File: src/rtl/core/ilc_pkg.sv
// ----------------------------------------------------------------------------
// ilc_pkg: shared types and constants of the interlace comb pixel block
// Holds the payload structs, the configuration bundle, the command that the
// front passes to the back, and the register index codes.
// ----------------------------------------------------------------------------
`default_nettype none

package ilc_pkg;

  // Line store geometry.
  localparam int MAX_WIDTH = 4096;
  localparam int ADDR_W    = $clog2(MAX_WIDTH);
  localparam int WEFF_W    = ADDR_W + 1;

  // Configuration register limits and the blend rounding constant.
  localparam int SHIFT_LIMIT = 40;
  localparam int BAND_LIMIT  = 4;
  localparam int Q8_ONE      = 256;
  localparam int ROUND_HALF  = 32768;

  // Command queue between the front and the back.
  localparam int QUEUE_DEPTH = 4;
  localparam int QPTR_W      = $clog2(QUEUE_DEPTH);

  // Configuration port.
  localparam int CFG_IDX_W  = 3;
  localparam int CFG_DATA_W = 13;

  localparam logic [CFG_IDX_W-1:0] CFG_ROW_WIDTH     = 3'd0;
  localparam logic [CFG_IDX_W-1:0] CFG_SHIFT_PIXELS  = 3'd1;
  localparam logic [CFG_IDX_W-1:0] CFG_BAND_ROWS     = 3'd2;
  localparam logic [CFG_IDX_W-1:0] CFG_DARKEN_AMOUNT = 3'd3;
  localparam logic [CFG_IDX_W-1:0] CFG_MIX_AMOUNT    = 3'd4;
  localparam logic [CFG_IDX_W-1:0] CFG_MOTION_ENABLE = 3'd5;
  localparam logic [CFG_IDX_W-1:0] CFG_FRAME_PARITY  = 3'd6;

  // One input pixel.
  typedef struct packed {
    logic [7:0] pix_red;
    logic [7:0] pix_green;
    logic [7:0] pix_blue;
    logic [7:0] pix_alpha;
    logic       start_of_frame;
  } in_pix_t;

  // One result pixel.
  typedef struct packed {
    logic [7:0]  out_red;
    logic [7:0]  out_green;
    logic [7:0]  out_blue;
    logic [7:0]  out_alpha;
    logic [11:0] out_column;
    logic        last_of_run;
  } out_pix_t;

  // Effective configuration, already saturated and wrapped.
  typedef struct packed {
    logic [WEFF_W-1:0] w_eff;
    logic [5:0]        s_eff;
    logic [2:0]        b_eff;
    logic [8:0]        keep;
    logic [8:0]        mix;
    logic              phase;
    logic              busy;
  } cfg_t;

  // A run of outputs: first column, count minus one, and field.
  typedef struct packed {
    logic [ADDR_W-1:0] x;
    logic [5:0]        cnt;
    logic              odd;
  } cmd_t;

endpackage

`default_nettype wire

File: src/rtl/core/ilc_queue.sv
// ----------------------------------------------------------------------------
// ilc_queue: command queue
// A short register FIFO that decouples pixel intake from output generation.
// ----------------------------------------------------------------------------
`default_nettype none

module ilc_queue
  import ilc_pkg::*;
(
  input  wire logic clk_i,
  input  wire logic rst_ni,
  input  wire logic push_i,
  input  wire cmd_t push_data_i,
  input  wire logic pop_i,
  output cmd_t      head_o,
  output logic      empty_o,
  output logic      full_o
);

  cmd_t              entry_q [QUEUE_DEPTH];
  logic [QPTR_W-1:0] wr_ptr_q, rd_ptr_q;
  logic [QPTR_W:0]   count_q;

  assign empty_o = (count_q == '0);
  assign full_o  = (count_q == (QPTR_W+1)'(QUEUE_DEPTH));
  assign head_o  = entry_q[rd_ptr_q];

  // Entry storage.
  always_ff @(posedge clk_i) begin
    if (push_i) begin
      entry_q[wr_ptr_q] <= push_data_i;
    end
  end

  // Pointers and fill level.
  always_ff @(posedge clk_i or negedge rst_ni) begin
    if (!rst_ni) begin
      wr_ptr_q <= '0;
      rd_ptr_q <= '0;
      count_q  <= '0;
    end else begin
      if (push_i) begin
        wr_ptr_q <= wr_ptr_q + QPTR_W'(1);
      end
      if (pop_i) begin
        rd_ptr_q <= rd_ptr_q + QPTR_W'(1);
      end
      if (push_i && !pop_i) begin
        count_q <= count_q + (QPTR_W+1)'(1);
      end else if (pop_i && !push_i) begin
        count_q <= count_q - (QPTR_W+1)'(1);
      end
    end
  end

endmodule

`default_nettype wire

File: config.mk
export PLATFORM = sky130hd
export DESIGN_NAME = ilc_queue
export DESIGN_NICKNAME = d
export VERILOG_FILES = /design/src/rtl/core/ilc_pkg.sv /design/src/rtl/core/ilc_queue.sv
export SDC_FILE = /design/constraint.sdc
export NUM_CORES = 1
export LEC_CHECK = 0
export BUFFER_PORTS_ARGS = -buffer_cell sky130_fd_sc_hd__clkbuf_2
export CAP_MARGIN = 20
export CORE_MARGIN = 2
export CORE_UTILIZATION = 35
export DETAILED_ROUTE_END_ITERATION = 7
export HOLD_SLACK_MARGIN = 0.05
export PLACE_DENSITY = 0.53
export SYNTH_ARGS = -nofsm -noshare
export SYNTH_HDL_FRONTEND = slang
export SYNTH_SLANG_ARGS = --single-unit
File: constraint.sdc
create_clock -name clk_i -period 1.5 [get_ports clk_i]
set_clock_uncertainty 0.15 [all_clocks]
set_input_delay 0.45 -clock clk_i [delete_from_list [all_inputs] [get_ports clk_i]]
set_output_delay 0.45 -clock clk_i [all_outputs]
set_load 0.005 [all_outputs]
Word level (Yosys, flattened, before mapping) --
Memory sizes are Yosys's and may differ from the RTL's. Cells that the tools add are included.
Cells by class: add/subtract/negate cells 4, $mul 0, divide/modulo/power cells 0, magnitude comparators 0, equal/unequal tests 1, shift-type cells 0, muxes and demuxes 4, bitwise logic cells 0, reduce and logical (&&, ||, !) cells 6
Operators by type and width (count):
- 2-to-1 mux 3 bit | 2
- adder 2 x 1 -> 2 bit (second input constant) | 2
- adder 3 x 1 -> 3 bit (second input constant) | 1
- equality test 3 bit (second input constant) | 1
- zero test 3 bit | 1
- subtractor 3 x 1 -> 3 bit (second input constant) | 1
- logical AND 1 bit | 2
- zero test 1 bit | 2
- 2-to-1 mux 1 bit | 2
- nonzero test 2 bit | 1
Storage, ports and cells: register bits 7, latch bits 0, RAM bits 76, memory bits (read-only) 0, word-level logic and storage cells 19, memories kept 1
Memories:
- entry_q | words 4, bits a word 19, rd ports 1, clocked after memory_dff 0, write ports 1, line ilc_queue.sv:20 | cmd_t entry_q [QUEUE_DEPTH];

Longest topological paths before layout --
Gate-level depths: netlist of run 1.
word-level depth 4, depth in mapped cells 7, gate-level depth less buffers 7

Least setup slack after synthesis of run 1 --
No wires, ideal clock.
path type input -> register, from input pop_i, to register count_q[2], setup time 79 ps, arrival time 1456 ps, data required time 1271 ps, path slack -185 ps, cell stages on the path 7, path through inv_1 ha_1 inv_1 fa_1 xor2_1 nor2_1 xor2_1
On the way: longest elaborated chain between the ends 3
Ends and longest elaborated chain:
- start: declaration | line ilc_queue.sv:14 | input wire logic pop_i,
- zero test 1 bit | line ilc_queue.sv:48 | if (push_i && !pop_i) begin
- logical AND 1 bit | line ilc_queue.sv:48
- 2-to-1 mux 3 bit or nonzero test 2 bit (tied branches)
- end signal: assignment | line ilc_queue.sv:49 | count_q <= count_q + (QPTR_W+1)'(1);
- end signal: assignment | line ilc_queue.sv:51 | count_q <= count_q - (QPTR_W+1)'(1);
- end: declaration | line ilc_queue.sv:22 | logic [QPTR_W:0] count_q;
Parallel ways exist; a longest one is shown, timed or not. A chain may end at the register's enable or synchronous reset.

==> out/metrics.yaml, run 1 <==
timing:
  max_freq_mhz: 453
  rsz0062_at_grt: "true"
  maxSlewViolCount: 0
  holdWs_ns: 0.172
  finalCriticalPeriod_ns: 2.21
  hold_viol: 0
  min_period_over_period_pct: 147
  setup_viol: 23
  setup_slack_ns: -0.706
  tightest_slew_ns: 0.205
  slew_headroom_pct: 86.3
run_status:
  violations: "negative setup slack"
  status: "finished with violations"
synthesis:
  yosys.area_share.simple_pct: 1.56
  synth_top_area_cell: "edfxtp_1"
  synth_edf_count: 76
  yosys.area.top_type_share_pct: 72.8
  postSynthCellCount: 133
  synth_warnings: 0
  syn_area_per_cell_um2: 23.6
  yosysMostFrequentCell: "edfxtp_1"
  ys_seq_area_share_pct: 78.3
  synth_ff_type: "edfxtp_1"
  async_flop_share_pct: 8.43
  synth_compound_area_share_pct: 0.160
  syn_area_mm2: 0.00314
  ys_top_cells_by_count: "76 x edfxtp_1, 18 x mux4_2, 7 x dfrtp_1"
  synth.area.top_cells: "edfxtp_1 73%, mux4_2 13%, dfrtp_1 5.6%"
  synth_top_family_by_area: "multiplexers"
  synth_fp_nets: 162
  synth_seq_cells: 83
  muxShareOfSynthArea_pct: 14.1
  synth_xor_area_share_pct: 1.68
  synthAdderAreaFrac_pct: 2.63
  synth_cell_types: 18
global_routing:
  gr-max-usage-layer: "met2"
  grt_pass1_vias: 1662
  grt_use_met3_pct: 3.12
  grt.total_usage_pct: 11.9
  met1_usage_pct: 14.1
  grt_max_degree: 18
  antenna_found_initial: 0
  grt_pass1_wl_mm: 8.56
  grt_overflow: 0
  use_met2_pct: 20.3
clocking:
  clk_pin_slew_ns: 0.08
  h-tree-depth: 3
  clk_latency_ns: 0.34
  cts_sinks: 83
  cts-buffers-inserted: 9
  clock_path_buffers: 2
  cts_root_buf: "clkbuf_8"
  cts_tree: "yes"
floorplanning:
  start_util_pct: 36.0
  fp.dieH_um: 98.7
  die-area_mm2: 0.00974
  num_rows: 34
  io_pins: 44
  core_mm2: 0.00872
  fp.dieW_um: 98.7
cells_and_area:
  drive_gt1_share_pct: 53.1
  nNetsFinal: 234
  multi_input_comb_area_um2: 663
  regArea_mm2: 0.00246
  nFillCells: 732
  antenna_cells: 0
  area_growth_pct: 27.7
setup_path:
  cp_max_fo: 4
  end_kind: "output port"
  cp_data_arrival_time_ns: 1.61
  worstSetupPathType: "register to output port"
  critPathLaunchType: "register"
  cp.required_ns: 0.90
place:
  dpl.hpwl_mm: 3.66
  io_buffers: 43
  pre_cts_slack_ns: -0.386
  gp_congestion: 0.705
drt:
  via_per_inst: 4.68
  drc: 0
  dr.first_iter.drc_count: 75
  vias: 1483
  wl_per_cell_um: 17.2
  ant_nets: 0
  dr.pass1.iters: 4
  routed_wirelength_mm: 5.47
worst_hold_path:
  hp-class: "input pin to register"
power:
  irDropWorstVdd_mv: 0.863
  power.density_mw_per_mm2: 1850
  p_leak_uw: 0.00146
run:
  drv_cap: 0
-- power by group --
| part | switching, µW | internal, µW | total, µW |
|---|---|---|---|
| Clock | 757 | 933 | 1690 |
| Combinational | 1030 | 1420 | 2450 |
| Sequential | 202 | 3050 | 3260 |
-- final timing paths --
check,from,end,slack [ns],depth (start not counted)
worst max-delay path,rd_ptr_q[0],head_o[13],-0.71,3
max in group asynchronous,rst_ni,count_q[0],0.68,2
min in group asynchronous,rst_ni,rd_ptr_q[0],0.33,2
worst min-delay path,push_data_i[9],entry_q[2][9],0.17,1
worst max register to register,count_q[1],count_q[2],-0.15,5
worst min register to register,count_q[2],count_q[2],0.40,1
-- sequential cells by signal (all words and copies together) (netlist names) --
register	flops
count_q	3
wr_ptr_q	2
rd_ptr_q	2
entry_q	76
-- metal layers --
layer	part of all wire [%]	vias to the layer above	routed length, µm
li1	-	682	-
met1	41	753	2230
met2	52	40	2870
met3	4.9	8	268
met4	1.8	0	96
met5	0	-	0
-- stage by stage --
step	setup TNS [ns]	power (µW)	util (%)	cells	area, µm²
2_1_floorplan	-3.33	4530	-	133	3170
3_3_place_gp	-7.21	5530	42.6	297	3720
3_5_place_dp	-9.20	5640	42.6	297	3720
4_1_cts	-14.42	7610	46.2	317	4030
5_1_grt	-14.71	7810	45.9	317	4010
6_report	-13.39	7400	45.9	317	4010
-- kinds of logic after synthesis --
logic type,Yosys count
AND/OR/NAND/NOR,9
flip-flops,83
XOR/XNOR,6
adder cells (fa/ha/maj),6
buffers and inverters,8
AO/OA/AOI/OAI,1
multiplexers,20
-- area by class of cell --
cell class | count | area share (%)
Clock buffer | 9 | 3.09
Tap cell | 108 | 3.37
Sequential cell | 83 | 61.4
Timing Repair Buffer | 65 | 12.6
Inverter | 4 | 0.687
Multi-Input combinational cell | 42 | 16.6
Clock inverter | 6 | 2.25
-- timing repair --
action                     in CTS  in global routing
cloned                          1                  0
buffers inserted                3                  1
gates resized for setup         9                  3
pin swaps                       5                  2
hold buffers                    1                  0
hold endpoints to repair        7                  0
setup endpoints to repair      22                 47
-- critical path: stages (launching register included) --
cell	delay, ns
dfrtp_2	0.45
buf_4	0.17
mux4_2	0.51
clkbuf_2	0.13
-- cells in the final DEF (no fill, tap or decap) --
cell / netlist / layout
fa_2: 0 / 1
xor2_1: 4 / 4
and2_2: 0 / 3
nor3_2: 0 / 1
o21ai_0: 1 / 1
mux2_4: 0 / 1
buf_12: 0 / 9
nor2_1: 1 / 1
bufinv_16: 0 / 2
buf_6: 2 / 3
inv_1: 4 / 2
edfxtp_1: 76 / 76
buf_2: 2 / 2
nor3b_2: 0 / 1
dfrtp_2: 0 / 2
ha_1: 5 / 4
mux4_2: 18 / 19
clkinvlp_4: 0 / 1
inv_2: 0 / 1
clkinv_4: 0 / 1
clkbuf_8: 0 / 9
inv_6: 0 / 1
clkinv_2: 0 / 1
inv_12: 0 / 1
buf_4: 0 / 9
xnor2_1: 2 / 2
nand2_1: 2 / 2
and2_4: 0 / 1
dlygate4sd3_1: 0 / 1
dfrtp_1: 7 / 5
ha_4: 0 / 1
clkbuf_2: 0 / 41
Note: power is estimated with default switching activity, not from simulation.
==> inputs of run 2 (changes only) <==
--- a/constraint.sdc
+++ b/constraint.sdc
@@ -4,2 +4,2 @@
 set_output_delay 0.45 -clock clk_i [all_outputs]
-set_load 0.005 [all_outputs]
+set_load 0.1 [all_outputs]
==> out/metrics.yaml, run 2 (synthesized netlist as in run 1, its figures left out) <==
cells_and_area:
  top_regs: "entry_q: 76 flops, count_q: 3 flops"
  largest_reg_flops: 76  # unchanged
  area_growth_pct: 37.1
  utilization_pct: 49.3  # +3.4 points
  finalNonFillerCells: 319  # +0.63%
  drive_gt1_share_pct: 53.1  # about the same
  final_cell_mix: "76 x edfxtp_1, 31 x buf_12, 22 x clkbuf_2"
  design_area_mm2: 0.00430  # +7.3%
  largest-register: "entry_q"
  nNetsFinal: 235  # +0.43%
  final_common_cell: "edfxtp_1"
  antenna_cells: 0  # unchanged
setup_path:
  worstSetupPathType: "register to output port"
  cp_max_fo: 13  # +9
  cp_data_arrival_time_ns: 1.68  # +0.07 ns
  critPathLaunchType: "register"
  end_kind: "output port"
  cp.required_ns: 0.90  # about the same
place:
  gp_congestion: 0.690  # -2.1%
  dpl.hpwl_mm: 3.88  # +6.0%
  dp_cells: 295  # -0.67%
  postPlaceCellArea_mm2: 0.00406  # +9.2%
  io_buffers: 43  # unchanged
clocking:
  h-tree-depth: 3  # unchanged
  cts_sinks: 83  # unchanged
  cts_tree: "yes"
  cts-buffers-inserted: 9  # unchanged
  clk_latency_ns: 0.33  # about the same
  cts_root_buf: "clkbuf_8"
  clock_path_buffers: 2  # unchanged
  clk_pin_slew_ns: 0.08  # about the same
run_status:
  violations: "negative setup slack"
  status: "finished with violations"
floorplanning:
  num_rows: 34  # unchanged
  fp.dieH_um: 98.7  # unchanged
  start_util_pct: 36.0  # unchanged
  fp.dieW_um: 98.7  # unchanged
  core_mm2: 0.00872  # unchanged
  io_pins: 44  # unchanged
  die-area_mm2: 0.00974  # unchanged
timing:
  setup_viol: 23  # unchanged
  holdWs_ns: 0.182  # +0.00906 ns
  setup_slack_ns: -0.778  # -0.0724 ns
  tightest_slew_ns: 0.194  # -0.0107 ns
  maxSlewViolCount: 0  # unchanged
  slew_headroom_pct: 87.1  # +0.72 points
  max_freq_mhz: 439  # -3.2%
  hold_viol: 0  # unchanged
  min_period_over_period_pct: 152  # +4.8 points
  rsz0062_at_grt: "true"
  finalCriticalPeriod_ns: 2.28  # +0.0724 ns
drt:
  dr.pass1.iters: 3  # -1
  ant_nets: 0  # unchanged
  drc: 0  # unchanged
  wl_per_cell_um: 17.0  # -1.6%
  dr.first_iter.drc_count: 49  # -35%
  vias: 1493  # +0.67%
  routed_wirelength_mm: 5.41  # -0.97%
  via_per_inst: 4.68  # about the same
global_routing:
  grt_max_degree: 14  # -4
  grt_pass1_wl_mm: 8.83  # +3.1%
  grt_pass1_vias: 1738  # +4.6%
  grt_overflow: 0  # unchanged
  antenna_found_initial: 0  # unchanged
  grt.total_usage_pct: 12.2  # +0.33 points
worst_hold_path:
  hp-class: "input pin to register"
run:
  drv_cap: 0  # unchanged
[run 2: final cells by class]
class / count / area (µm²)
Clock buffer: 10 / 128
Clock inverter: 6 / 32.5
Fill cell: 700 / 4420
Inverter: 4 / 27.5
Multi-Input combinational cell: 42 / 674
Sequential cell: 83 / 2460
Tap cell: 108 / 135
Timing Repair Buffer: 66 / 842
[run 2: through the flow]
step | worst slack, ns | setup TNS [ns]
detailed placement | -0.450 | -10.72
finish | -0.778 | -15.27
floorplan | -0.460 | -9.45
global placement | -0.441 | -9.37
CTS | -0.815 | -15.88
global route | -0.855 | -17.01
[run 2: worst max-delay path: stages (launching register included)]
cell and delay [ns]:
dfrtp_1 0.41, buf_12 0.18, mux4_2 0.56, buf_12 0.19
[run 2: worst paths after layout]
check | start | to | slack (ns) | cells after the start
worst min register to register | count_q[2] | count_q[2] | 0.49 | 2
max in group asynchronous | rst_ni | count_q[1] | 0.68 | 2
worst min-delay path | push_data_i[11] | entry_q[3][11] | 0.18 | 1
min in group asynchronous | rst_ni | count_q[2] | 0.34 | 2
worst max register to register | count_q[1] | count_q[2] | -0.16 | 6
worst max-delay path | rd_ptr_q[0] | head_o[6] | -0.78 | 3
[run 2: layer usage]
| metal | track usage [%] | vias up | wire [µm] | part of all wire, % |
|---|---|---|---|---|
| li1 | - | 684 | - | - |
| met1 | 12.6 | 768 | 1920 | 35 |
| met2 | 23.0 | 34 | 3160 | 58 |
| met3 | 3.62 | 7 | 284 | 5.2 |
| met4 | 5.06 | 0 | 47 | 0.87 |
| met5 | 0 | - | 0 | 0 |
[run 2: repair_timing]
action / CTS / global route
gates resized for setup: 3 / 3
pin swaps: 4 / 0
hold buffers: 1 / 0
gates cloned: 0 / 0
buffers inserted: 4 / 3
setup endpoints to repair: 23 / 61
endpoints found under the hold margin: 7 / 0
Power of run 2 is left out: the tool's default activity adds up to more than one toggle a clock period on the data nets, which glitch-free logic cannot reach.
==> inputs of run 3 (changes only) <==
CORE_ASPECT_RATIO = 1.2   (was unset)
==> out/metrics.yaml, run 3 (synthesized netlist as in run 1, its figures left out) <==
setup_path:
  cp_cell_sequence: "clkbuf_16 -> mux4_2 -> buf_12"
  path_delay_family: "multiplexers"
  end_kind: "output port"
  cpPeakStageDelay_ns: 0.53  # -0.03 ns
  critPathLaunchType: "register"
  cp_max_fo: 7  # -6
  critPathSlowestCell: "mux4_2"
  cp.required_ns: 0.90  # about the same
  crit_buf_inv: 2  # unchanged
  cp_data_arrival_time_ns: 1.69  # about the same
  worstSetupPathType: "register to output port"
floorplanning:
  die-area_mm2: 0.00974  # about the same
  start_util_pct: 36.2  # +0.27 points
  core_mm2: 0.00866  # -0.73%
  fp.dieH_um: 108  # +9.2%
  io_pins: 44  # unchanged
  num_rows: 37  # +8.8%
  fp.dieW_um: 90.4  # -8.4%
place:
  postPlaceCellArea_mm2: 0.00406  # about the same
  gp_congestion: 0.731  # +6.0%
  dp_cells: 307  # +4.1%
  io_buffers: 43  # unchanged
  dpl.hpwl_mm: 3.83  # -1.4%
clocking:
  h-tree-depth: 3  # unchanged
  clock_path_buffers: 2  # unchanged
  clk_pin_slew_ns: 0.09  # about the same
  clk_latency_ns: 0.35  # +0.02 ns
  cts_sinks: 83  # unchanged
  cts_root_buf: "clkbuf_8"
  cts_tree: "yes"
  cts-buffers-inserted: 9  # unchanged
global_routing:
  grt_pass1_wl_mm: 8.74  # -0.94%
  grt_pass1_vias: 1664  # -4.3%
  grt.total_usage_pct: 12.4  # +0.16 points
  grt_max_degree: 16  # +2
  antenna_found_initial: 0  # unchanged
  grt_overflow: 0  # unchanged
drt:
  ant_nets: 0  # unchanged
  routed_wirelength_mm: 5.73  # +5.9%
  wl_per_cell_um: 17.2  # +1.4%
  via_per_inst: 4.69  # +0.22%
  vias: 1562  # +4.6%
  dr.first_iter.drc_count: 69  # +41%
  dr.pass1.iters: 7  # +4
  drc: 0  # unchanged
worst_hold_path:
  hp-class: "input pin to register"
timing:
  tightest_slew_ns: 0.196  # +0.00152 ns
  rsz0062_at_grt: "true"
  holdWs_ns: 0.167  # -0.0150 ns
  max_freq_mhz: 436  # -0.73%
  finalCriticalPeriod_ns: 2.29  # +0.0167 ns
  slew_headroom_pct: 87.0  # -0.12 points
  hold_viol: 0  # unchanged
  maxSlewViolCount: 0  # unchanged
  setup_slack_ns: -0.795  # -0.0167 ns
  setup_viol: 23  # unchanged
  min_period_over_period_pct: 153  # +1.1 points
run:
  drv_cap: 0  # unchanged
run_status:
  violations: "negative setup slack"
  status: "finished with violations"
cells_and_area:
  final_cell_mix: "76 x edfxtp_1, 28 x buf_12, 22 x clkbuf_2"
  top_regs: "entry_q: 76 flops, count_q: 3 flops"
  largest_reg_flops: 76  # unchanged
  drive_gt1_share_pct: 56.5  # +3.4 points
  largest-register: "entry_q"
  nNetsFinal: 240  # +2.1%
  design_area_mm2: 0.00437  # +1.7%
  finalNonFillerCells: 333  # +4.4%
  nFillCells: 711  # +1.6%
  final_common_cell: "edfxtp_1"
  area_growth_pct: 39.3
  antenna_cells: 0  # unchanged
==> run 3: timing repair <==
| item | 4_1_cts | 5_1_grt |
|---|---|---|
| gates cloned | 0 | 2 |
| hold buffers | 1 | 0 |
| buffers inserted | 3 | 5 |
| endpoints found under the hold margin | 7 | 0 |
| pin swaps | 1 | 5 |
| endpoints found under the setup margin | 24 | 57 |
| resized for setup | 2 | 9 |
==> run 3: per-layer routing <==
layer	vias up	global-route usage, %	routed length (µm)
li1	701	-	-
met1	796	13.6	2320
met2	50	20.8	2940
met3	15	4.41	309
met4	0	7.14	165
met5	-	0	0
==> run 3: worst reg2reg max path, delay by kind of cell (launching register included) <==
kind                       cells  cell delay [ns]
DFF                            1             0.46
adders and majority gates      1             0.36
xor gates and xnor gates       2             0.35
buffers and inverters          1             0.14
and+or+nand+nor                1             0.08
==> run 3: cell type report <==
cell class | count | area (µm²) | area share (%)
clock inverters | 6 | 48.8 | 1.12
multi-input cells | 42 | 684 | 15.7
repair buffers | 71 | 873 | 20.0
well taps | 117 | 146 | 3.35
flip-flops and latches | 83 | 2460 | 56.3
inverters | 4 | 27.5 | 0.630
clock buffers | 10 | 128 | 2.92
==> run 3: final timing paths <==
path	start	endpoint	slack, ns	cells past startpoint
setup / recovery	rd_ptr_q[0]	head_o[8]	-0.79	3
hold / removal	push_data_i[13]	entry_q[2][13]	0.17	1
setup reg to reg	count_q[0]	count_q[2]	-0.14	5
hold reg to reg	count_q[2]	count_q[2]	0.47	2
max in group asynchronous	rst_ni	rd_ptr_q[0]	0.70	2
min in group asynchronous	rst_ni	rd_ptr_q[1]	0.32	2
==> run 3: per-stage QoR <==
stage	setup TNS [ns]	utilization (%)	setup WS [ns]
floorplan	-9.45	-	-0.460
global placement	-9.84	46.9	-0.431
detailed placement	-11.38	46.9	-0.443
CTS	-16.31	49.3	-0.827
global route	-17.23	50.5	-0.865
finish	-15.69	50.5	-0.795
Power of run 3 is left out for the same reason.
